`src/rtl/core/rmpb_pkg.sv`:
```
package rmpb_pkg;

    // APB register map: register i sits at byte address 4*i
    localparam int PADDR_W     = 3;
    localparam int PDATA_W     = 32;
    localparam int REG_IDX_LSB = 2;

    typedef logic t_reg_idx;

    localparam t_reg_idx REG_OPACITY  = 1'b0;
    localparam t_reg_idx REG_USE_MASK = 1'b1;

endpackage

```
`src/rtl/core/rmpb_cfg.sv`:
```
module rmpb_cfg #(
    parameter int N = 16
) (
    input  logic                          i_clk,
    input  logic                          i_rst_n,
    input  logic                          i_psel,
    input  logic                          i_penable,
    input  logic                          i_pwrite,
    input  logic [rmpb_pkg::PADDR_W-1:0]  i_paddr,
    input  logic [rmpb_pkg::PDATA_W-1:0]  i_pwdata,
    output logic [rmpb_pkg::PDATA_W-1:0]  o_prdata,
    output logic [N-1:0]                  o_opacity,
    output logic                          o_use_mask
);

    logic [N-1:0]       r_opacity;
    logic               r_use_mask;
    logic               w_wr;
    rmpb_pkg::t_reg_idx w_idx;

    assign w_wr  = i_psel && i_penable && i_pwrite;
    assign w_idx = i_paddr[rmpb_pkg::REG_IDX_LSB];

    always_ff @(posedge i_clk) begin
        if (!i_rst_n) begin
            r_opacity  <= '1;
            r_use_mask <= 1'b0;
        end else if (w_wr) begin
            unique case (w_idx)
                rmpb_pkg::REG_OPACITY:  r_opacity  <= i_pwdata[N-1:0];
                rmpb_pkg::REG_USE_MASK: r_use_mask <= i_pwdata[0];
                default: ;
            endcase
        end
    end

    always_comb begin
        unique case (w_idx)
            rmpb_pkg::REG_OPACITY:  o_prdata = rmpb_pkg::PDATA_W'(r_opacity);
            rmpb_pkg::REG_USE_MASK: o_prdata = rmpb_pkg::PDATA_W'(r_use_mask);
            default:                o_prdata = '0;
        endcase
    end

    assign o_opacity  = r_opacity;
    assign o_use_mask = r_use_mask;

endmodule

```
`config.mk`:
```
export PLATFORM = sky130hd
export DESIGN_NAME = rmpb_cfg
export DESIGN_NICKNAME = d
export VERILOG_FILES = /design/src/rtl/core/rmpb_pkg.sv /design/src/rtl/core/rmpb_cfg.sv
export SDC_FILE = /design/constraint.sdc
export NUM_CORES = 1
export LEC_CHECK = 0
export ABC_AREA = 1
export ABC_CLOCK_PERIOD_IN_PS = 1120
export BUFFER_PORTS_ARGS = -buffer_cell sky130_fd_sc_hd__buf_2
export CAP_MARGIN = 5
export CORE_MARGIN = 4
export CORE_UTILIZATION = 38
export CTS_BUF_LIST = sky130_fd_sc_hd__clkbuf_8
export DETAILED_ROUTE_END_ITERATION = 16
export PLACE_DENSITY = 0.81
export SYNTH_ARGS = -nofsm -noshare
export SYNTH_HDL_FRONTEND = slang
export SYNTH_SLANG_ARGS = --single-unit
```
`constraint.sdc`:
```
create_clock -name i_clk -period 1.12 [get_ports i_clk]
set_input_delay 0.224 -clock i_clk [delete_from_list [all_inputs] [get_ports i_clk]]
set_output_delay 0.224 -clock i_clk [all_outputs]
set_load 0.01 [all_outputs]
```
==> flow_metrics.env <==
export IMPL_outcome="completed"
export IMPL_total_power_mw=1.37
export IMPL_htree_levels=1
export IMPL_hold_path_depth=3
export IMPL_numPortBuffers=54
export IMPL_drt_initial_drc_count=19
export IMPL_n_antenna_cell=0
export IMPL_synth_edf_count=0
export IMPL_critPathLaunchType="flip-flop"
export IMPL_drv_cap=0
export IMPL_die_x_um=59.1
export IMPL_fill_cells=257
export IMPL_drive_gt1_share_pct=55.8
export IMPL_via_count=894
export IMPL_viasPerCell=4.06
export IMPL_grt_max_degree=21
export IMPL_crit_cells=3
export IMPL_cts_sinks=17
export IMPL_dieArea_sq_mm=0.00349
export IMPL_grt_util_all_layers_pct=12.4
export IMPL_finalHoldViolations=0
export IMPL_finalMaxSlewViolations=0
export IMPL_vdd_drop_max_v=0.000591
export IMPL_coreArea_sq_mm=0.00248
export IMPL_finalCriticalPeriod_ns=1.07
export IMPL_cp_end_kind="output port"
export IMPL_grt_pass1_vias=815
export IMPL_synth_commonest_cells="nand2_1 (27), buf_4 (17), dfxtp_1 (17), inv_1 (17), nor2_1 (16)"
export IMPL_wl_um=2200
export IMPL_ios=89
export IMPL_grt_pass1_wl_um=3390
export IMPL_power_density_mw_per_mm2=1050
export IMPL_row_count=18
export IMPL_wl_per_cell_um=9.99
export IMPL_postRouteAntennaNets=0
export IMPL_drt_first_pass_iters=3
export IMPL_critPathRequiredTime_ns=0.90
export IMPL_dp_hpwl_um=1650
export IMPL_cp_slowest_stage_delay_ns=0.34
export IMPL_synth_warnings=0
export IMPL_cts_buffers=3
export IMPL_hp_class="in -> reg"
export IMPL_crit_chain="inv_1, nor2_2, buf_2"
export IMPL_rr_worst_depth=3
export IMPL_path_class="reg -> out"
export IMPL_worstHoldStart="i_pwdata[10]"
export IMPL_r2r_slack_ns=0.41
export IMPL_drc=0
export IMPL_ys_types=16
export IMPL_cts_buffer_depth=2
export IMPL_syn_inst=133
export IMPL_cts_tree="yes"
export IMPL_ys_ff_latch=17
export IMPL_seq_area_frac_synth_pct=34.3
export IMPL_initial_core_util_pct=40.0
export IMPL_place_area_sq_mm=0.00122
export IMPL_synth_most_common_cell="nand2_1"
export IMPL_final_setup_tns_ns=0
export IMPL_synthTopCellsByArea="dfxtp_1 (34%), buf_4 (13%), nand2_1 (10%), nand3_2 (10%), inv_1 (6.4%)"
export IMPL_syn_to_final_growth_pct=31.8
export IMPL_skew_ns=0
export IMPL_clk_latency_ns=0.25
export IMPL_fin_nets=231
export IMPL_worstHoldEndpoint="o_opacity[10]"
export IMPL_reg2reg_from="o_opacity[5]"
export IMPL_holdBufCountCts=0
export IMPL_netlist_area_sq_um=991
export IMPL_p_leak_nw=0.782
export IMPL_worst_path_max_delay_cell="dfxtp_2"
export IMPL_setup_viol=0
export IMPL_clk_pin_slew_ns=0.07
export IMPL_max_freq_ghz=0.938
export IMPL_critical_path_arrival_ns=0.84
export IMPL_grt_ovfl_total=0
export IMPL_reg2reg_to="o_opacity[5]"
export IMPL_critPathBufInv=2
export IMPL_ys_flop_type="dfxtp_1"
export IMPL_gp_congestion=0.719
export IMPL_fin_crit_sh_pct=95.1
export IMPL_syn_avg_cell_area_sq_um=7.45
export IMPL_yosysTopAreaCell="dfxtp_1"
export IMPL_whs_ns=0.182
export IMPL_final_area_sq_mm=0.00131
export IMPL_cp_max_fo=3
export IMPL_dieHeight_um=59.1
export IMPL_antenna_found_initial=0
export IMPL_synth_top_area_share_pct=34.3
export IMPL_critical_path_top_delay_family="flip-flops"
export IMPL_cts_root_buf="clkbuf_8"
export IMPL_ys_async_sr_fraction_pct=0
==> cell usage in the layout, fill, tap and decap left out, drive strengths merged <==
cell type,count
inv,19
nand2,38
a21oi,1
clkbuf,3
nand3,18
buf,60
dfxtp,17
nor2,18
conb,16
==> sequential cells by signal, summed over array words and instances, names as in the netlist <==
name / count
o_use_mask: 1
o_opacity: 16
==> layer usage <==
metal | part of all wire (%) | GRT usage [%] | vias up
li1 | - | - | 474
met1 | 41 | 15.0 | 382
met2 | 49 | 20.5 | 34
met3 | 8.6 | 3.70 | 4
met4 | 1.1 | 5.18 | 0
met5 | 0 | 0 | -
==> where the power goes <==
| group | switching, mW | leakage (nW) | total [mW] | internal [mW] |
|---|---|---|---|---|
| combinational | 0.165 | 0.623 | 0.281 | 0.116 |
| sequential | 0.0166 | 0.133 | 0.647 | 0.631 |
| clock | 0.203 | 0.0269 | 0.445 | 0.243 |
| total | 0.384 | 0.782 | 1.37 | 0.989 |
==> worst min-delay path: stages <==
cell and delay, ns:
buf_2 0.07, nand2_1 0.04, nand3_1 0.06
==> cell type report <==
class	count	area (sq um)	area share, %
multi-input combinational	91	465	35.6
sequential	17	360	27.6
timing repair buffer	60	328	25.1
inverter	18	70.1	5.36
clock buffer	3	41.3	3.16
tap	30	37.5	2.87
clock inverter	1	3.75	0.287
==> cells by family (layout without fill, tap and decap cells) <==
logic type	after synthesis	in the layout	synth area share, %
flops	17	17	34.3
other cells	1	16	0.378
simple gates	74	74	40.2
buf+inv	40	82	24.6
compound gates	1	1	0.505
==> stage by stage <==
stage / utilization [%] / instances / setup WS (ns)
2_1_floorplan: - / 148 / 0.208
3_3_place_gp: 49.1 / 213 / 0.119
3_5_place_dp: 49.1 / 213 / 0.102
4_1_cts: 50.9 / 217 / 0.00872
5_1_grt: 52.7 / 220 / -0.00404
6_report: 52.7 / 220 / 0.0544
==> repair_timing <==
item | in CTS | in global routing
endpoints found under the setup margin | 0 | 16
setup buffers | 0 | 3
resized for setup | 0 | 19
==> how the worst max path moves through the flow <==
stage / startpoint / endpoint
finish: o_opacity[3] / o_prdata[3]
global route: o_opacity[3] / o_prdata[3]
CTS: o_opacity[1] / o_prdata[1]
detailed placement: i_paddr[2] / o_opacity[13]
global placement: i_paddr[2] / o_opacity[10]
floorplan: i_paddr[2] / o_prdata[10]
Note: power is estimated with default switching activity, not from simulation.
