File: src/rtl/core/rmpb_div.sv
// Pipelined restoring divider, one quotient bit per stage, with saturation
// to all ones when the quotient would not fit in N bits.
module rmpb_div #(
    parameter int N     = 16,
    parameter int TAG_W = 8
) (
    input  logic             i_clk,
    input  logic             i_rst_n,
    input  logic             i_en,
    input  logic             i_vld,
    input  logic [2*N-1:0]   i_dividend,
    input  logic [N-1:0]     i_divisor,
    input  logic [TAG_W-1:0] i_tag,
    output logic             o_vld,
    output logic [N-1:0]     o_quot,
    output logic [TAG_W-1:0] o_tag
);

    logic             r_vld [0:N];
    logic [N-1:0]     r_rem [0:N];
    logic [N-1:0]     r_low [0:N];
    logic [N-1:0]     r_quo [0:N];
    logic [N-1:0]     r_dvs [0:N];
    logic             r_sat [0:N];
    logic [TAG_W-1:0] r_tag [0:N];

    // first stage: overflow check on the upper half
    always_ff @(posedge i_clk) begin
        if (!i_rst_n) begin
            r_vld[0] <= 1'b0;
        end else if (i_en) begin
            r_vld[0] <= i_vld;
        end
    end

    always_ff @(posedge i_clk) begin
        if (i_en) begin
            r_rem[0] <= i_dividend[2*N-1:N];
            r_low[0] <= i_dividend[N-1:0];
            r_quo[0] <= '0;
            r_dvs[0] <= i_divisor;
            r_sat[0] <= i_dividend[2*N-1:N] >= i_divisor;
            r_tag[0] <= i_tag;
        end
    end

    for (genvar i = 0; i < N; i++) begin : g_step
        logic [N:0] w_trial;
        logic       w_ge;

        assign w_trial = {r_rem[i], r_low[i][N-1]};
        assign w_ge    = w_trial >= {1'b0, r_dvs[i]};

        always_ff @(posedge i_clk) begin
            if (!i_rst_n) begin
                r_vld[i+1] <= 1'b0;
            end else if (i_en) begin
                r_vld[i+1] <= r_vld[i];
            end
        end

        always_ff @(posedge i_clk) begin
            if (i_en) begin
                r_rem[i+1] <= w_ge ? N'(w_trial - {1'b0, r_dvs[i]}) : w_trial[N-1:0];
                r_low[i+1] <= r_low[i] << 1;
                r_quo[i+1] <= {r_quo[i][N-2:0], w_ge};
                r_dvs[i+1] <= r_dvs[i];
                r_sat[i+1] <= r_sat[i];
                r_tag[i+1] <= r_tag[i];
            end
        end
    end

    assign o_vld  = r_vld[N];
    assign o_quot = r_sat[N] ? '1 : r_quo[N];
    assign o_tag  = r_tag[N];

endmodule

File: config.mk
export PLATFORM = sky130hd
export DESIGN_NAME = rmpb_div
export DESIGN_NICKNAME = d
export VERILOG_FILES = /design/src/rtl/core/rmpb_div.sv
export SDC_FILE = /design/constraint.sdc
export NUM_CORES = 1
export LEC_CHECK = 0
export BUFFER_PORTS_ARGS = -buffer_cell sky130_fd_sc_hd__buf_2
export CAP_MARGIN = 0
export CORE_ASPECT_RATIO = 0.5
export CORE_MARGIN = 5
export CORE_UTILIZATION = 40
export DETAILED_ROUTE_END_ITERATION = 7
export PLACE_DENSITY = 0.63
export SYNTH_ARGS = -nofsm -noshare
export SYNTH_HDL_FRONTEND = slang
export SYNTH_SLANG_ARGS = --single-unit
export TNS_END_PERCENT = 1
File: constraint.sdc
create_clock -name i_clk -period 6.64 [get_ports i_clk]
set_clock_uncertainty 0.15 [all_clocks]
set_input_delay 0.664 -clock i_clk [delete_from_list [all_inputs] [get_ports i_clk]]
set_output_delay 0.664 -clock i_clk [all_outputs]
set_load 0.02 [all_outputs]
==> results of run 1 <==
[layer usage]
layer / vias up / global-route usage
met5: - / 0
met4: 0 / 0.0569
met3: 217 / 0.0264
met2: 524 / 0.219
met1: 11800 / 0.153
li1: 12400 / -
[worst register-to-register path, delay by kind of cell (launching register included)]
| kind | cells | cell delay, ps |
|---|---|---|
| AO/OA/AOI/OAI | 7 | 2250 |
| flip-flops | 1 | 400 |
| multiplexers | 1 | 420 |
| adder cells (fa/ha/maj) | 1 | 380 |
[how the worst max path moves through the flow]
stage / start / end / depth (start not counted)
after detailed placement: r_rem[0][225]$_DFFE_PP_ / r_rem[0][248]$_DFFE_PP_ / 9
after floorplan: r_rem[0][131]$_DFFE_PP_ / r_rem[0][152]$_DFFE_PP_ / 10
after global routing: r_rem[0][225]$_DFFE_PP_ / r_rem[0][248]$_DFFE_PP_ / 9
final: r_rem[0][225]$_DFFE_PP_ / r_rem[0][253]$_DFFE_PP_ / 9
after global placement: r_rem[0][225]$_DFFE_PP_ / r_rem[0][242]$_DFFE_PP_ / 9
after CTS: r_rem[0][225]$_DFFE_PP_ / r_rem[0][248]$_DFFE_PP_ / 9
[final cells by class]
| class | count | area (µm²) | area share |
|---|---|---|---|
| tap | 1496 | 1870 | 0.0375 |
| timing repair buffer | 156 | 1160 | 0.0233 |
| multi-input combinational | 1900 | 14200 | 0.284 |
| clock buffer | 103 | 2300 | 0.0461 |
| sequential | 954 | 28600 | 0.574 |
| clock inverter | 59 | 454 | 0.00911 |
| inverter | 335 | 1260 | 0.0252 |
[where the power goes]
| part | switching [mW] | internal [mW] | leakage, nW |
|---|---|---|---|
| logic | 4.04 | 3.48 | 8.72 |
| registers | 0.535 | 8.24 | 9.34 |
| clock network | 2.27 | 2.63 | 1.34 |
| total | 6.84 | 14.3 | 19.4 |
[layout by cell type, fill, tap and decap left out, drive strengths merged, types with 21 or more instances in the layout]
cell type | netlist | final
nand3 | 42 | 42
o31ai | 21 | 21
o21a | 42 | 42
nor2b | 47 | 47
a211oi | 27 | 27
or2 | 26 | 26
xor2 | 57 | 57
nor2 | 174 | 174
nand2 | 159 | 159
a21oi | 196 | 196
nor3 | 34 | 34
nand2b | 41 | 41
clkbuf | 34 | 103
dlygate4sd3 | 0 | 56
buf | 10 | 100
edfxtp | 953 | 953
nand4 | 31 | 31
clkinv | 0 | 44
and3 | 25 | 25
ha | 272 | 272
mux2i | 29 | 29
a21o | 80 | 80
xnor2 | 100 | 100
inv | 335 | 341
o21ai | 170 | 170
mux2 | 119 | 119
[logic make-up (layout without fill, tap and decap cells)]
group           after synthesis  in the layout  synth area share
compound gates              686            686            0.0999
fa+ha+maj                   287            287            0.0837
simple gates                622            622            0.0681
buf+inv                     379            653            0.0327
xor+xnor                    157            157            0.0311
flops                       954            954             0.647
mux                         148            148            0.0374
[registers in the layout (all words and copies together), names as in the netlist]
name,flops
r_dvs,256
r_quo,136
r_sat,17
r_rem,256
r_tag,136
r_vld,17
r_low,136
==> flow_metrics.py, run 1 <==
metrics = {
    "run_status": {
        "status": "complete, but fails checks",
        "violations": "design-rule violations",
    },
    "synthesis": {
        "yosysUniqueCellTypes": 78,
        "yosysWarnings": 0,
        "avgSynthCellArea_um2": 13.7,
        "synth.top_cell.area_share": 0.647,
        "synth-main-ff-cell": "edfxtp_1",
        "synth_edf_count": 953,
        "synth_seq_cells": 954,
        "yosys-top-cells-area": "edfxtp_1 65%, ha_1 7.7%, mux2_2 2.9%",
        "yosysMostFrequentCell": "edfxtp_1",
        "syn_area_um2": 44300,
        "synthTopCellsByCount": "953 x edfxtp_1, 335 x inv_1, 272 x ha_1",
        "ys_seq_area_frac": 0.647,
        "syn_nets": 3580,
        "yosys.area.top_type": "edfxtp_1",
        "ys_async_sr_fraction": 0,
        "netlist_instances": 3233,
    },
    "routing": {
        "post_drt_via_cell_ratio": 5.00,
        "wl_mm": 74.9,
        "via_count": 25000,
        "top_layer_used": "met4",
        "wl_met1_mm": 32.9,
        "wl_per_cell_um": 15.0,
        "drtAntennaViolNets": 0,
        "wl_met2_mm": 36.2,
        "drt_iter0_drc": 1605,
        "drc": 12,
        "met3_length_mm": 2.65,
        "first_pass_iters": 8,
    },
    "cells_and_area": {
        "drive_above_1_share": 0.111,
        "synthToLayoutAreaGrowth_pct": 12.7,
        "finalInstanceArea_um2": 49900,
        "fin_cells": 5003,
        "nFillCells": 9725,
        "final_util": 0.453,
        "antenna_cells": 0,
        "final_nets": 3784,
    },
    "setup_path": {
        "r2r.worst_path.cells": 9,
        "worstSetupPathType": "flip-flop to flip-flop",
        "slowest_stage": "a21boi_2",
        "crit_required_ps": 6900,
        "regToRegSetupSlack_ps": 2780,
        "arrival_ps": 4120,
        "cp_max_fo": 16,
        "crit_path_end_kind": "flip-flop",
        "slowest_delay_ps": 720,
        "rr_startpoint": "r_rem[0][225]$_DFFE_PP_",
        "path_buf_inv": 0,
        "startpoint_type": "flip-flop",
        "cp_top_family": "compound AO/OA/AOI/OAI gates",
        "crit_chain": "ha_1 -> o21ai_0 -> a21oi_1 -> o31ai_1 -> o211ai_1 -> a221oi_1 -> a21oi_1 -> a21boi_2 -> mux2_2",
        "r2r-end": "r_rem[0][253]$_DFFE_PP_",
        "crit_top_cell": "a21oi_1",
    },
    "global_route": {
        "grt_antenna_before_repair": 0,
        "grt_usage": 0.127,
        "grt_pass1_wl_mm": 124,
        "grt_max_degree": 157,
        "grt_pass1_vias": 25400,
        "overflow": 0,
    },
    "cts": {
        "cts_tree": "done",
        "cts_buffers": 90,
        "cts_resized": 0,
        "cts-root-buf": "clkbuf_16",
        "clk_pin_slew_ps": 60,
        "clockBufferDepth": 3,
        "htreeDepth": 3,
        "holdBufCountCts": 56,
        "numClockSinks": 954,
        "cts_setup_buffers": 0,
        "clkLatencyLatePin_ps": 690,
    },
    "power_and_ir_drop": {
        "p_leak_nw": 19.4,
        "p_per_area_nw_per_um2": 425,
        "max-vdd-ir-drop_v": 0.000225,
        "fin_total_pwr_mw": 21.2,
    },
    "sta": {
        "slew_violations": 0,
        "setup_viol": 0,
        "max_freq_mhz": 259,
        "timing.final.crit_share": 0.581,
        "hold_violations": 0,
        "fin_setup_tns_ps": 0,
        "worst_hold_slack_ps": 160,
        "rsz0062_at_grt": "false",
        "setup_ws_ps": 2780,
        "slew_headroom": 0.196,
        "worst_pin_slew_ps": 1210,
        "period_minus_slack_ps": 3860,
    },
    "floorplanning": {
        "io_pins": 85,
        "dieArea_um2": 118000,
        "core_um2": 110000,
        "die_width_um": 480,
        "floorplan.initialDensity": 0.402,
        "dieHeight_um": 245,
        "num_rows": 86,
    },
    "flow_run": {
        "cap_violations": 0,
    },
    "placement": {
        "dp_worst_setup_slack_ps": 2810,
        "port_buffers": 84,
        "hpwl_mm": 51.2,
        "placedCellCount": 4785,
        "postPlaceCellArea_um2": 46500,
        "gp_congestion": 0.895,
    },
    "worst_hold_path": {
        "holdCritStartpoint": "i_vld",
        "hold-path-endpoint": "r_vld[0]$_DFFE_PP_",
        "hold_class": "primary input to flip-flop",
        "whs_path_depth": 2,
    },
}
Power figures use the tool's default switching activity.
==> run 2: changes to the inputs <==
--- a/config.mk
+++ b/config.mk
@@ -5,6 +5,7 @@
 export SDC_FILE = /design/constraint.sdc
 export NUM_CORES = 1
 export LEC_CHECK = 0
+export ABC_AREA = 1
 export BUFFER_PORTS_ARGS = -buffer_cell sky130_fd_sc_hd__buf_2
 export CAP_MARGIN = 0
 export CORE_ASPECT_RATIO = 0.5
==> constraint.sdc (replaced) <==
create_clock -name i_clk -period 3.8 [get_ports i_clk]
set_clock_uncertainty 0.15 [all_clocks]
set_input_delay 0.38 -clock i_clk [delete_from_list [all_inputs] [get_ports i_clk]]
set_output_delay 0.38 -clock i_clk [all_outputs]
set_load 0.02 [all_outputs]
==> flow_metrics.py, run 2 <==
metrics = {
    "run_status": {
        "status": "finished clean",
    },
    "cells_and_area": {
        "antenna_cells": 0,
        "layout_commonest_cell": "nand2_1",
        "ff_latch_area_um2": 28600,
        "reg_top3": "r_dvs x256, r_rem x256",
        "final_nets": 5832,
        "multiInputGateArea_um2": 17000,
        "layout_common_cells": "1,842 x nand2_1, 987 x inv_1, 953 x edfxtp_1, 370 x nand3_1, 272 x ha_1",
        "synthToLayoutAreaGrowth_pct": 12.0,
        "drive_above_1_share": 0.0657,
        "nFillCells": 11600,
    },
    "power_and_ir_drop": {
        "p_leak_nw": 26.4,
        "p_per_area_nw_per_um2": 718,
        "max-vdd-ir-drop_v": 0.000351,
    },
    "flow_run": {
        "cap_violations": 0,
    },
    "sta": {
        "setup_ws_ps": 936,
        "period_minus_slack_ps": 2860,
        "max_freq_mhz": 349,
        "slew_violations": 0,
        "slew_headroom": 0.468,
        "worst_hold_slack_ps": 241,
        "hold_violations": 0,
        "timing.final.crit_share": 0.754,
        "setup_viol": 0,
        "worst_pin_slew_ps": 798,
        "rsz0062_at_grt": "false",
        "fin_setup_tns_ps": 0,
    },
    "floorplanning": {
        "core_um2": 124000,
        "io_pins": 85,
        "dieArea_um2": 132000,
        "die_width_um": 509,
        "floorplan.initialDensity": 0.403,
        "dieHeight_um": 260,
        "num_rows": 91,
    },
    "setup_path": {
        "path_buf_inv": 2,
        "arrival_ps": 3150,
        "crit_path_end_kind": "flip-flop",
        "crit_required_ps": 4080,
        "crit_chain": "ha_1 -> nand2_1 -> inv_1 -> nand2_1 -> nor2_1 -> nand2_1 -> nor2_1 -> nor2_1 -> nand2_2 -> inv_1 -> nand2_1 -> nand2_1",
        "crit_top_cell": "nand2_1",
        "startpoint_type": "flip-flop",
        "worstSetupPathType": "flip-flop to flip-flop",
        "cp_top_family": "simple AND/OR/NAND/NOR gates",
        "cp_max_fo": 20,
        "slowest_delay_ps": 450,
        "slowest_stage": "ha_1",
    },
    "synthesis": {
        "yosysWarnings": 0,
        "synth_edf_count": 953,
        "ys_async_sr_fraction": 0,
        "yosysUniqueCellTypes": 42,
        "netlist_instances": 5278,
        "yosys-top-cells-area": "edfxtp_1 57%, nand2_1 14%, inv_1 7.4%",
        "yosysMostFrequentCell": "nand2_1",
        "yosys.area.top_type": "edfxtp_1",
        "synth-main-ff-cell": "edfxtp_1",
        "synth.top_cell.area_share": 0.574,
        "avgSynthCellArea_um2": 9.44,
        "synthTopCellsByCount": "1,842 x nand2_1, 987 x inv_1, 953 x edfxtp_1",
        "syn_nets": 5625,
        "syn_area_um2": 49800,
        "synth_seq_cells": 954,
        "ys_seq_area_frac": 0.575,
    },
    "cts": {
        "cts_tree": "done",
        "cts_buffers": 89,
        "clk_pin_slew_ps": 70,
        "clockBufferDepth": 3,
        "htreeDepth": 3,
        "numClockSinks": 954,
        "cts-root-buf": "clkbuf_16",
        "clkLatencyLatePin_ps": 700,
        "cts_setup_buffers": 0,
    },
    "global_route": {
        "grt_pass1_wl_mm": 185,
        "grt_usage": 0.176,
        "grt_pass1_vias": 34900,
        "grt_max_degree": 103,
        "grt_antenna_before_repair": 0,
        "overflow": 0,
    },
    "placement": {
        "hpwl_mm": 88.6,
        "dp_worst_setup_slack_ps": 989,
        "port_buffers": 84,
        "gp_congestion": 0.910,
    },
    "routing": {
        "wl_met2_mm": 59.8,
        "via_count": 34200,
        "met3_length_mm": 3.41,
        "post_drt_via_cell_ratio": 4.72,
        "drt_iter0_drc": 2148,
        "wl_per_cell_um": 16.1,
        "wl_mm": 116,
        "drtAntennaViolNets": 0,
        "top_layer_used": "met4",
        "drc": 0,
        "first_pass_iters": 6,
        "wl_met1_mm": 47.8,
    },
    "worst_hold_path": {
        "hold_class": "primary input to flip-flop",
    },
}
==> run 2: changes by cell type after synthesis, sizes merged, moves of 80 or more <==
cell and change:
inv +666, o21ai -149, nand2 +1719, xnor2 -80
nand3 +343, mux2 -119
==> run 2: report_power, final <==
group          leakage, nW  internal, mW  total [mW]  switching (mW)
clock network         1.43          5.11        9.23            4.12
registers             9.37          14.2        15.4            1.15
logic                 15.6          5.19        15.5            10.3
==> run 2: path summary, 6_finish.rpt <==
check / startpoint / end / slack [ps] / cells past startpoint
worst max register to register: r_rem[0][124]$_DFFE_PP_ / r_rem[0][132]$_DFFE_PP_ / 940 / 12
worst min-delay path: i_tag[5] / r_tag[0][5]$_DFFE_PP_ / 240 / 2
worst min register to register: r_quo[0][244]$_DFFE_PP_ / r_quo[0][261]$_DFFE_PP_ / 250 / 0
worst max-delay path: r_rem[0][124]$_DFFE_PP_ / r_rem[0][132]$_DFFE_PP_ / 940 / 12
==> run 2: cell type report <==
| type | instances | share of cell area |
|---|---|---|
| Clock buffer | 107 | 0.0411 |
| Clock inverter | 57 | 0.0118 |
| Inverter | 1001 | 0.0673 |
| Multi-Input combinational cell | 3267 | 0.305 |
| Sequential cell | 954 | 0.513 |
| Tap cell | 1674 | 0.0375 |
| Timing Repair Buffer | 172 | 0.0247 |
==> run 2: repair_timing <==
| item | 4_1_cts | 5_1_grt |
|---|---|---|
| hold endpoints to repair | 61 | 0 |
| hold buffers | 59 | 0 |
| resized for setup | 0 | 0 |
==> run 2: cells by family after synthesis <==
kind of cell,Yosys count,synth area share
and+or+nand+nor,2700,0.231
xor gates and xnor gates,92,0.0162
buffers and inverters,1057,0.0843
AOI/OAI and AO/OA,188,0.0200
adders and majority gates,287,0.0743
DFF,954,0.575
==> run 2: routing by layer <==
layer / vias to the layer above / track usage
met3: 265 / 0.0255
met1: 15900 / 0.200
met2: 560 / 0.329
met5: - / 0
li1: 17400 / -
met4: 0 / 0.0743
==> run 2: per-stage QoR <==
stage                     instances   util  cell area, µm²  total power [mW]
after global placement         7009  0.423           52300              30.9
after CTS                      7232  0.452           55800              40.5
after floorplan                5278      -           49800              26.6
final                          7232  0.452           55800              40.1
after detailed placement       7009  0.423           52300              31.0
after global routing           7232  0.452           55800              43.2
