<file path="config.mk">
export PLATFORM = sky130hd
export DESIGN_NAME = rmpb_skid
export DESIGN_NICKNAME = d
export VERILOG_FILES = /design/src/rtl/core/rmpb_skid.sv
export SDC_FILE = /design/constraint.sdc
export NUM_CORES = 1
export LEC_CHECK = 0
export ABC_AREA = 1
export BUFFER_PORTS_ARGS = -buffer_cell sky130_fd_sc_hd__buf_2
export CAP_MARGIN = 20
export CORE_UTILIZATION = 42
export DETAILED_ROUTE_END_ITERATION = 10
export PLACE_DENSITY = 0.77
export REMOVE_ABC_BUFFERS = 1
export SYNTH_ARGS = -nofsm -noshare
export SYNTH_HDL_FRONTEND = slang
export SYNTH_SLANG_ARGS = --single-unit
</file>
<file path="constraint.sdc">
create_clock -name i_clk -period 1.5 [get_ports i_clk]
set_input_delay 0.45 -clock i_clk [delete_from_list [all_inputs] [get_ports i_clk]]
set_output_delay 0.45 -clock i_clk [all_outputs]
set_load 0.005 [all_outputs]
</file>
<file path="src/rtl/core/rmpb_skid.sv">
// Output register plus one skid entry; upstream ready is registered.
module rmpb_skid #(
    parameter int W = 8
) (
    input  logic         i_clk,
    input  logic         i_rst_n,
    input  logic         i_vld,
    input  logic [W-1:0] i_data,
    output logic         o_ready,
    output logic         o_vld,
    output logic [W-1:0] o_data,
    input  logic         i_ready
);

    logic         r_out_vld;
    logic [W-1:0] r_out;
    logic         r_skid_vld;
    logic [W-1:0] r_skid;
    logic         w_pop;
    logic         w_push;

    assign o_ready = !r_skid_vld;
    assign w_push  = i_vld && !r_skid_vld;
    assign w_pop   = r_out_vld && i_ready;

    always_ff @(posedge i_clk) begin
        if (!i_rst_n) begin
            r_out_vld  <= 1'b0;
            r_skid_vld <= 1'b0;
        end else if (r_skid_vld) begin
            if (w_pop) begin
                r_skid_vld <= 1'b0;
            end
        end else if (!r_out_vld || w_pop) begin
            r_out_vld <= w_push;
        end else if (w_push) begin
            r_skid_vld <= 1'b1;
        end
    end

    always_ff @(posedge i_clk) begin
        if (r_skid_vld) begin
            if (w_pop) begin
                r_out <= r_skid;
            end
        end else if (!r_out_vld || w_pop) begin
            r_out <= i_data;
        end else begin
            r_skid <= i_data;
        end
    end

    assign o_vld  = r_out_vld;
    assign o_data = r_out;

endmodule

</file>
==> flow_metrics.py, run 1 <==
metrics = {
    "outcome": {
        "status": "finished, final reports clean",
    },
    "worst_hold_path": {
        "hp-class": "in -> reg",
    },
    "cts": {
        "post_cts_buffers": 0,
        "cts-root-buf": "clkbuf_4",
        "cts_tree": "yes",
        "postCtsHoldBufs": 0,
        "cts_buffers": 3,
        "htreeDepth": 1,
        "cts_resized": 1,
        "path_clk_slew_ns": 0.10,
        "cts_sinks": 18,
        "clk_path_buf_depth": 2,
        "clock_latency_ns": 0.29,
    },
    "critical_path": {
        "critPathKind": "reg -> out",
        "critPathSlowestCell": "dfxtp_2",
        "start_kind": "flip-flop",
        "arrival_ns": 0.94,
        "cp_max_fo": 12,
        "cp-end-kind": "output pin",
        "crit_chain": "inv_2, buf_2",
        "cp_slowest_stage_delay_ns": 0.47,
        "worst_ep_required_time_ns": 1.05,
    },
    "routing": {
        "ant_nets": 0,
        "viasPerCell": 4.64,
        "post-route-drc-count": 0,
        "drtIter0Drc": 13,
        "vias": 464,
        "drtPass1Iterations": 4,
        "wire_per_inst_um": 11.0,
        "wirelength_mm": 1.10,
    },
    "timing": {
        "final_max_slew_viol_count": 0,
        "rsz0062_at_grt": "no",
        "finClkSkew_ns": 0.00267,
        "fmaxAchievable_mhz": 722,
        "setup_violations": 0,
        "tightest_slew_ns": 0.226,
        "hold_violations": 0,
        "timing.final.crit_period_ns": 1.39,
        "layout_worst_path_cycle_share": 0.923,
        "tns_ns": 0,
        "relSlewSlack": 0.849,
    },
    "cells_and_area": {
        "area_growth_pct": 24.1,
        "finalNetCount": 97,
        "antenna_cells": 0,
        "stdcell_count": 100,
        "drive_gt1_frac": 0.357,
    },
    "run": {
        "drv_cap": 0,
    },
    "global_routing": {
        "grt_pass1_vias": 432,
        "grt_pass1_wl_mm": 1.83,
        "antenna_found_initial": 0,
        "grt_max_degree": 13,
        "grtUsageTotal": 0.144,
        "overflow": 0,
    },
    "floorplan": {
        "core_um2": 1510,
        "initial_core_util": 0.451,
        "fp-row-count": 14,
        "die_area_um2": 1780,
        "fp.dieH_um": 42.2,
        "chipWidth_um": 42.2,
        "io_pins": 22,
    },
    "pwr": {
        "seqPwrFrac": 0.632,
        "netSwitchingPower_w": 0.000213,
        "leakagePower_nw": 0.382,
        "peakVddDrop_mv": 0.772,
        "p_int_w": 0.000745,
        "clock_power_share": 0.259,
        "switching_share": 0.223,
        "comb_power_share": 0.108,
        "powerDensity_nw_per_um2": 1140,
    },
    "logic_synthesis": {
        "ys_ff_latch": 18,
        "synth_cell_type_count": 10,
        "avgSynthCellArea_um2": 11.9,
        "synth.area.top_cells": "edfxtp_1 71%, nand2_1 15%, dfxtp_1 5.9%, nor2_1 2.2%, buf_6 1.7%",
        "seq_area_frac_synth": 0.766,
        "synth_top_area_frac": 0.707,
        "synth_area_um2": 679,
        "synthCells": 57,
        "yosysWarnings": 0,
        "synth_top_area_cell": "edfxtp_1",
    },
    "place": {
        "place_inst": 96,
        "io_buffers": 21,
        "gp_congestion": 0.734,
        "hpwl_um": 803,
    },
}
## cells in the final DEF, fill, tap and decap left out
master,netlist,final
dfxtp_1,2,1
clkbuf_4,0,3
inv_1,2,2
inv_2,1,1
edfxtp_1,16,16
dfxtp_2,0,1
clkbuf_1,0,1
nand2_2,1,1
nand2_1,28,28
nor2_1,4,4
buf_2,0,21
o21ai_0,1,1
buf_4,0,3
nor3_1,1,1
## cell usage after synthesis
cell / number
inv_1: 2
nand2_2: 1
nand2_1: 28
edfxtp_1: 16
o21ai_0: 1
buf_6: 1
nor2_1: 4
inv_2: 1
nor3_1: 1
dfxtp_1: 2
## layer usage
metal | global-route usage | wire [µm] | vias up
li1 | - | - | 240
met1 | 0.183 | 497 | 206
met2 | 0.225 | 550 | 16
met3 | 0.0259 | 38 | 2
met4 | 0.0938 | 18 | 0
met5 | 0 | 0 | -
## state kept, by name, indices dropped and copies added (netlist names)
name,cells
o_data,8
r_skid,8
o_vld,1
r_skid_vld,1
## critical path: cells and delay by family (launching register included)
family,cells,cell delay (ns)
DFF,1,0.47
buffers and inverters,2,0.17
## logic make-up (layout without fill, tap and decap cells)
kind of cell / after synthesis / count (layout) / synth area share
AND/OR/NAND/NOR: 34 / 34 / 0.193
AO/OA/AOI/OAI: 1 / 1 / 0.00736
buffers and inverters: 4 / 31 / 0.0331
flip-flops: 18 / 18 / 0.766
## area by class of cell
type	count	area [µm²]
Inverter	3	11.3
Tap cell	16	20.0
Sequential cell	18	522
Multi-Input combinational cell	35	136
Fill cell	135	663
Timing Repair Buffer	24	128
Clock buffer	4	26.3
## power groups by stage
stage          combinational [W]  sequential [W]  clock (W)
4_1_cts                 0.000106        0.000606   0.000255
6_report                0.000104        0.000606   0.000248
2_1_floorplan          0.0000378        0.000622          0
3_5_place_dp            0.000106        0.000618          0
5_1_grt                 0.000117        0.000611   0.000270
3_3_place_gp            0.000102        0.000617          0
## final timing paths
path,slack (ns),to,start,cells past startpoint
max,0.11,o_ready,r_skid_vld,2
min,0.34,r_skid[5],i_data[5],1
max reg2reg,0.42,r_skid[0],r_skid_vld,2
min reg2reg,0.52,o_data[3],r_skid[3],2
## per-stage QoR
stage	total power, W	hold WS [ns]	instance area (µm²)	setup WS, ns	utilization
floorplan	0.000660	0.491	668	0.0187	-
finish	0.000958	0.343	843	0.115	0.560
global route	0.000998	0.323	843	0.0597	0.560
detailed placement	0.000723	0.500	816	0.286	0.542
global placement	0.000719	0.496	816	0.296	0.542
CTS	0.000968	0.330	843	0.110	0.560
(Power assumes the default switching activity.)
==> run 2, diff against run 1 <==
--- a/config.mk
+++ b/config.mk
@@ -8,9 +8,9 @@
 export ABC_AREA = 1
 export BUFFER_PORTS_ARGS = -buffer_cell sky130_fd_sc_hd__buf_2
 export CAP_MARGIN = 20
-export CORE_UTILIZATION = 42
+export CORE_UTILIZATION = 50
 export DETAILED_ROUTE_END_ITERATION = 10
-export PLACE_DENSITY = 0.77
+export PLACE_DENSITY = 0.85
 export REMOVE_ABC_BUFFERS = 1
 export SYNTH_ARGS = -nofsm -noshare
 export SYNTH_HDL_FRONTEND = slang
==> constraint.sdc (replaced) <==
create_clock -name i_clk -period 1.6 [get_ports i_clk]
set_input_delay 0.48 -clock i_clk [delete_from_list [all_inputs] [get_ports i_clk]]
set_output_delay 0.48 -clock i_clk [all_outputs]
set_load 0.005 [all_outputs]
==> flow_metrics.py, run 2 (synthesis results as in run 1) <==
metrics = {
    "outcome": {
        "status": "finished, final reports clean",
    },
    "worst_hold_path": {
        "hp-class": "in -> reg",
    },
    "timing": {
        "final_max_slew_viol_count": 0,
        "worst_slack_ns": 0.235,
        "tightest_slew_ns": 0.192,
        "tns_ns": 0,
        "hold_violations": 0,
        "rsz0062_at_grt": "no",
        "setup_violations": 0,
        "fmaxAchievable_mhz": 732,
        "relSlewSlack": 0.872,
        "timing.final.crit_period_ns": 1.37,
        "finClkSkew_ns": 0.00412,
        "layout_worst_path_cycle_share": 0.853,
    },
    "routing": {
        "post-route-drc-count": 0,
        "drtPass1Iterations": 2,
        "wire_per_inst_um": 11.6,
        "drtIter0Drc": 12,
        "viasPerCell": 4.93,
        "wirelength_mm": 1.15,
        "vias": 488,
        "ant_nets": 0,
    },
    "cts": {
        "postCtsHoldBufs": 0,
        "clock_latency_ns": 0.28,
        "cts_resized": 0,
        "post_cts_buffers": 0,
        "cts_buffers": 3,
        "cts_tree": "yes",
        "clk_path_buf_depth": 2,
        "cts-root-buf": "clkbuf_4",
        "cts_sinks": 18,
        "path_clk_slew_ns": 0.09,
        "htreeDepth": 1,
    },
    "pwr": {
        "netSwitchingPower_w": 0.000193,
        "leakagePower_nw": 0.388,
        "clock_power_share": 0.243,
        "finalPower_w": 0.000886,
        "p_int_w": 0.000693,
        "seqPwrFrac": 0.640,
        "powerDensity_nw_per_um2": 1050,
        "peakVddDrop_mv": 0.649,
        "comb_power_share": 0.117,
        "switching_share": 0.217,
    },
    "critical_path": {
        "cp-end-kind": "output pin",
        "worst_ep_required_time_ns": 1.12,
        "start_kind": "flip-flop",
        "critPathSlowestCell": "dfxtp_1",
        "cp_slowest_stage_delay_ns": 0.43,
        "crit_chain": "inv_2, buf_2",
        "crit_buf_inv": 2,
        "path_delay_family": "flip-flops",
        "cp_max_fo": 5,
        "critPathKind": "reg -> out",
        "arrival_ns": 0.89,
    },
    "cells_and_area": {
        "multi_input_area_um2": 136,
        "drive_gt1_frac": 0.353,
        "finalNetCount": 98,
        "final_cell_mix": "28 x nand2_1, 21 x buf_2, 16 x edfxtp_1",
        "layout_commonest_cell": "nand2_1",
        "stdcell_count": 99,
        "antenna_cells": 0,
        "seq_area_um2": 520,
        "fill_cells": 88,
        "area_growth_pct": 24.7,
        "fin_area_um2": 847,
    },
    "floorplan": {
        "fp.dieH_um": 38.9,
        "fp-row-count": 12,
        "die_area_um2": 1510,
        "chipWidth_um": 38.9,
        "core_um2": 1190,
        "io_pins": 22,
        "initial_core_util": 0.573,
    },
    "global_routing": {
        "grt_pass1_wl_mm": 1.86,
        "grtUsageTotal": 0.200,
        "overflow": 0,
        "antenna_found_initial": 0,
        "grt_max_degree": 11,
        "grt_pass1_vias": 471,
    },
    "place": {
        "gp_congestion": 0.710,
        "dp_slack_ns": 0.343,
        "hpwl_um": 882,
        "placed_area_um2": 821,
        "io_buffers": 21,
        "place_inst": 95,
    },
    "run": {
        "drv_cap": 0,
    },
}
==> run 2: cell types whose count changed in the layout (fill, tap and decap cells not counted) <==
cell	delta
clkbuf_1	-1
dfxtp_2	-1
buf_4	+1
clkinv_1	+1
dfxtp_1	+1
==> run 2: path summary, 6_finish.rpt <==
check / start / depth (start not counted) / slack (ns) / endpoint
setup / recovery: r_skid_vld / 2 / 0.23 / o_ready
setup reg to reg: o_vld / 3 / 0.53 / r_skid[2]
hold reg to reg: r_skid[3] / 2 / 0.53 / o_data[3]
hold / removal: i_data[0] / 1 / 0.38 / r_skid[0]
==> run 2: cell type report <==
class                           instances  area share
Clock buffer                            3      0.0266
Tap cell                               14      0.0207
Sequential cell                        18       0.614
Inverter                                3      0.0133
Timing Repair Buffer                   25       0.160
Multi-Input combinational cell         35       0.161
Clock inverter                          1     0.00443
==> run 2: metal layers <==
layer	share of wire	up-vias	global-route usage	wire (µm)
met5	0	-	0	0
met4	0	0	0.129	0
met3	0.040	0	0.0520	46
met2	0.55	16	0.358	632
met1	0.41	228	0.199	473
li1	-	244	-	-
==> run 2: power by group through the flow <==
stage	registers [W]	logic (W)	clock network, W
after floorplan	0.000583	0.0000354	0
after global placement	0.000575	0.0000994	0
after detailed placement	0.000578	0.000104	0
after CTS	0.000567	0.000105	0.000225
after global routing	0.000571	0.000117	0.000252
final	0.000566	0.000104	0.000215
==> run 2: metrics by stage <==
step / utilization / hold WS, ns
detailed placement: 0.692 / 0.505
floorplan: - / 0.491
global route: 0.714 / 0.357
CTS: 0.714 / 0.370
global placement: 0.692 / 0.495
finish: 0.714 / 0.382
==> run 3, diff against run 2 <==
--- a/config.mk
+++ b/config.mk
@@ -9,6 +9,7 @@
 export BUFFER_PORTS_ARGS = -buffer_cell sky130_fd_sc_hd__buf_2
 export CAP_MARGIN = 20
 export CORE_UTILIZATION = 50
+export CTS_CLUSTER_SIZE = 12
 export DETAILED_ROUTE_END_ITERATION = 10
 export PLACE_DENSITY = 0.85
 export REMOVE_ABC_BUFFERS = 1
==> constraint.sdc (replaced) <==
create_clock -name i_clk -period 1.6 [get_ports i_clk]
set_input_delay 0.48 -clock i_clk [delete_from_list [all_inputs] [get_ports i_clk]]
set_output_delay 0.48 -clock i_clk [all_outputs]
set_load 0.1 [all_outputs]
==> flow_metrics.py, run 3 (synthesis results as in run 1) <==
metrics = {
    "critical_path": {
        "r2r-end": "r_skid[2]",
        "start_kind": "flip-flop",
        "r2r_setup_slack_ns": 0.49,
        "cp-end-kind": "output pin",
        "crit_buf_inv": 1,
        "cp_max_fo": 1,
        "critPathKind": "reg -> out",
        "r2r_cells": 2,
        "critPathSlowestCell": "buf_2",
        "crit_chain": "buf_2",
        "cp_slowest_stage_delay_ns": 0.42,
        "path_delay_family": "buffers and inverters",
        "timing.rr.start": "r_skid_vld",
        "arrival_ns": 1.05,
        "worst_ep_required_time_ns": 1.12,
    },
    "global_routing": {
        "grt_pass1_wl_mm": 1.80,
        "grt_pass1_vias": 441,
        "antenna_found_initial": 0,
        "grt_max_degree": 13,
        "overflow": 0,
        "grtUsageTotal": 0.184,
    },
    "pwr": {
        "switching_share": 0.363,
        "clock_power_share": 0.205,
        "leakagePower_nw": 0.396,
        "netSwitchingPower_w": 0.000399,
        "powerDensity_nw_per_um2": 1270,
        "peakVddDrop_mv": 0.999,
        "p_int_w": 0.000699,
        "seqPwrFrac": 0.517,
        "comb_power_share": 0.278,
    },
    "cts": {
        "clock_latency_ns": 0.29,
        "cts_tree": "yes",
        "htreeDepth": 1,
        "path_clk_slew_ns": 0.10,
        "cts-root-buf": "clkbuf_4",
        "cts_sinks": 18,
        "clk_path_buf_depth": 2,
        "cts_buffers": 3,
        "post_cts_buffers": 0,
    },
    "floorplan": {
        "io_pins": 22,
        "fp-row-count": 12,
        "core_um2": 1190,
        "die_area_um2": 1510,
        "fp.dieH_um": 38.9,
        "initial_core_util": 0.573,
        "chipWidth_um": 38.9,
    },
    "cells_and_area": {
        "antenna_cells": 0,
        "seq_area_um2": 522,
        "multi_input_area_um2": 136,
        "area_growth_pct": 27.4,
        "stdcell_count": 99,
        "drive_gt1_frac": 0.365,
        "final_cell_mix": "28 x nand2_1, 19 x buf_2, 16 x edfxtp_1",
        "finalNetCount": 98,
        "layout_commonest_cell": "nand2_1",
        "fill_cells": 84,
    },
    "worst_hold_path": {
        "hold_depth": 1,
        "hold_path_end": "r_skid[5]",
        "hp-class": "in -> reg",
        "hp-start": "i_data[5]",
    },
    "place": {
        "gp_congestion": 0.676,
        "place_inst": 95,
        "io_buffers": 21,
    },
    "routing": {
        "drtIter0Drc": 15,
        "drtPass1Iterations": 4,
        "wirelength_mm": 1.04,
        "post-route-drc-count": 0,
        "wire_per_inst_um": 10.5,
        "vias": 453,
        "viasPerCell": 4.58,
        "ant_nets": 0,
    },
    "timing": {
        "tns_ns": 0,
        "layout_worst_path_cycle_share": 0.954,
        "hold_violations": 0,
        "timing.final.crit_period_ns": 1.53,
        "rsz0062_at_grt": "no",
        "finClkSkew_ns": 0.00768,
        "final_max_slew_viol_count": 0,
        "fmaxAchievable_mhz": 655,
        "setup_violations": 0,
        "relSlewSlack": 0.673,
        "tightest_slew_ns": 0.493,
    },
    "outcome": {
        "status": "finished, final reports clean",
    },
    "run": {
        "drv_cap": 0,
    },
}
[run 3: cell types whose count changed in the layout (fill, tap and decap cells not counted)]
cell	change
buf_2	-2
buf_12	+1
clkbuf_4	+1
dfxtp_1	-1
dfxtp_2	+1
[run 3: cell type report]
type | count | area share
Tap cell | 14 | 0.0202
Clock inverter | 1 | 0.00434
Timing Repair Buffer | 25 | 0.176
Inverter | 3 | 0.0130
Sequential cell | 18 | 0.603
Multi-Input combinational cell | 35 | 0.158
Clock buffer | 3 | 0.0260
[run 3: layer usage]
metal	track usage	wire length, µm	share of wire
met4	0.0776	0	0
met2	0.321	540	0.52
met5	0	0	0
met1	0.203	439	0.42
met3	0.0578	61	0.059
[run 3: what timing repair did]
item | in CTS | in global routing
hold buffers | 0 | 0
pin swaps | 0 | 0
resized for setup | 1 | 1
setup endpoints to repair | 1 | 1
[run 3: through the flow]
step	worst slack [ns]	hold slack, ns	power [W]	util	instance area, µm²
after floorplan	-0.543	0.491	0.000820	-	668
after global placement	0.314	0.497	0.000879	0.705	836
after detailed placement	0.294	0.499	0.000884	0.705	836
after CTS	0.0219	0.371	0.00110	0.728	863
after global routing	0.0329	0.371	0.00113	0.730	866
final	0.0729	0.374	0.00110	0.730	866
[run 3: worst max-delay path by stage]
| stage | startpoint | to | slack [ns] | cells after the start |
|---|---|---|---|---|
| after global placement | i_ready | r_skid[7] | 0.31 | 3 |
| after CTS | o_vld | o_vld | 0.02 | 1 |
| final | o_data[0] | o_data[0] | 0.07 | 1 |
| after detailed placement | r_skid_vld | o_ready | 0.29 | 2 |
| after floorplan | o_vld | r_skid[0] | -0.54 | 2 |
| after global routing | o_data[2] | o_data[2] | 0.03 | 1 |
[run 3: power groups by stage]
stage | clock [W] | sequential, W | combinational, W
floorplan | 0 | 0.000775 | 0.0000447
global placement | 0 | 0.000577 | 0.000302
CTS | 0.000226 | 0.000568 | 0.000306
detailed placement | 0 | 0.000579 | 0.000305
global route | 0.000240 | 0.000573 | 0.000319
finish | 0.000225 | 0.000568 | 0.000305
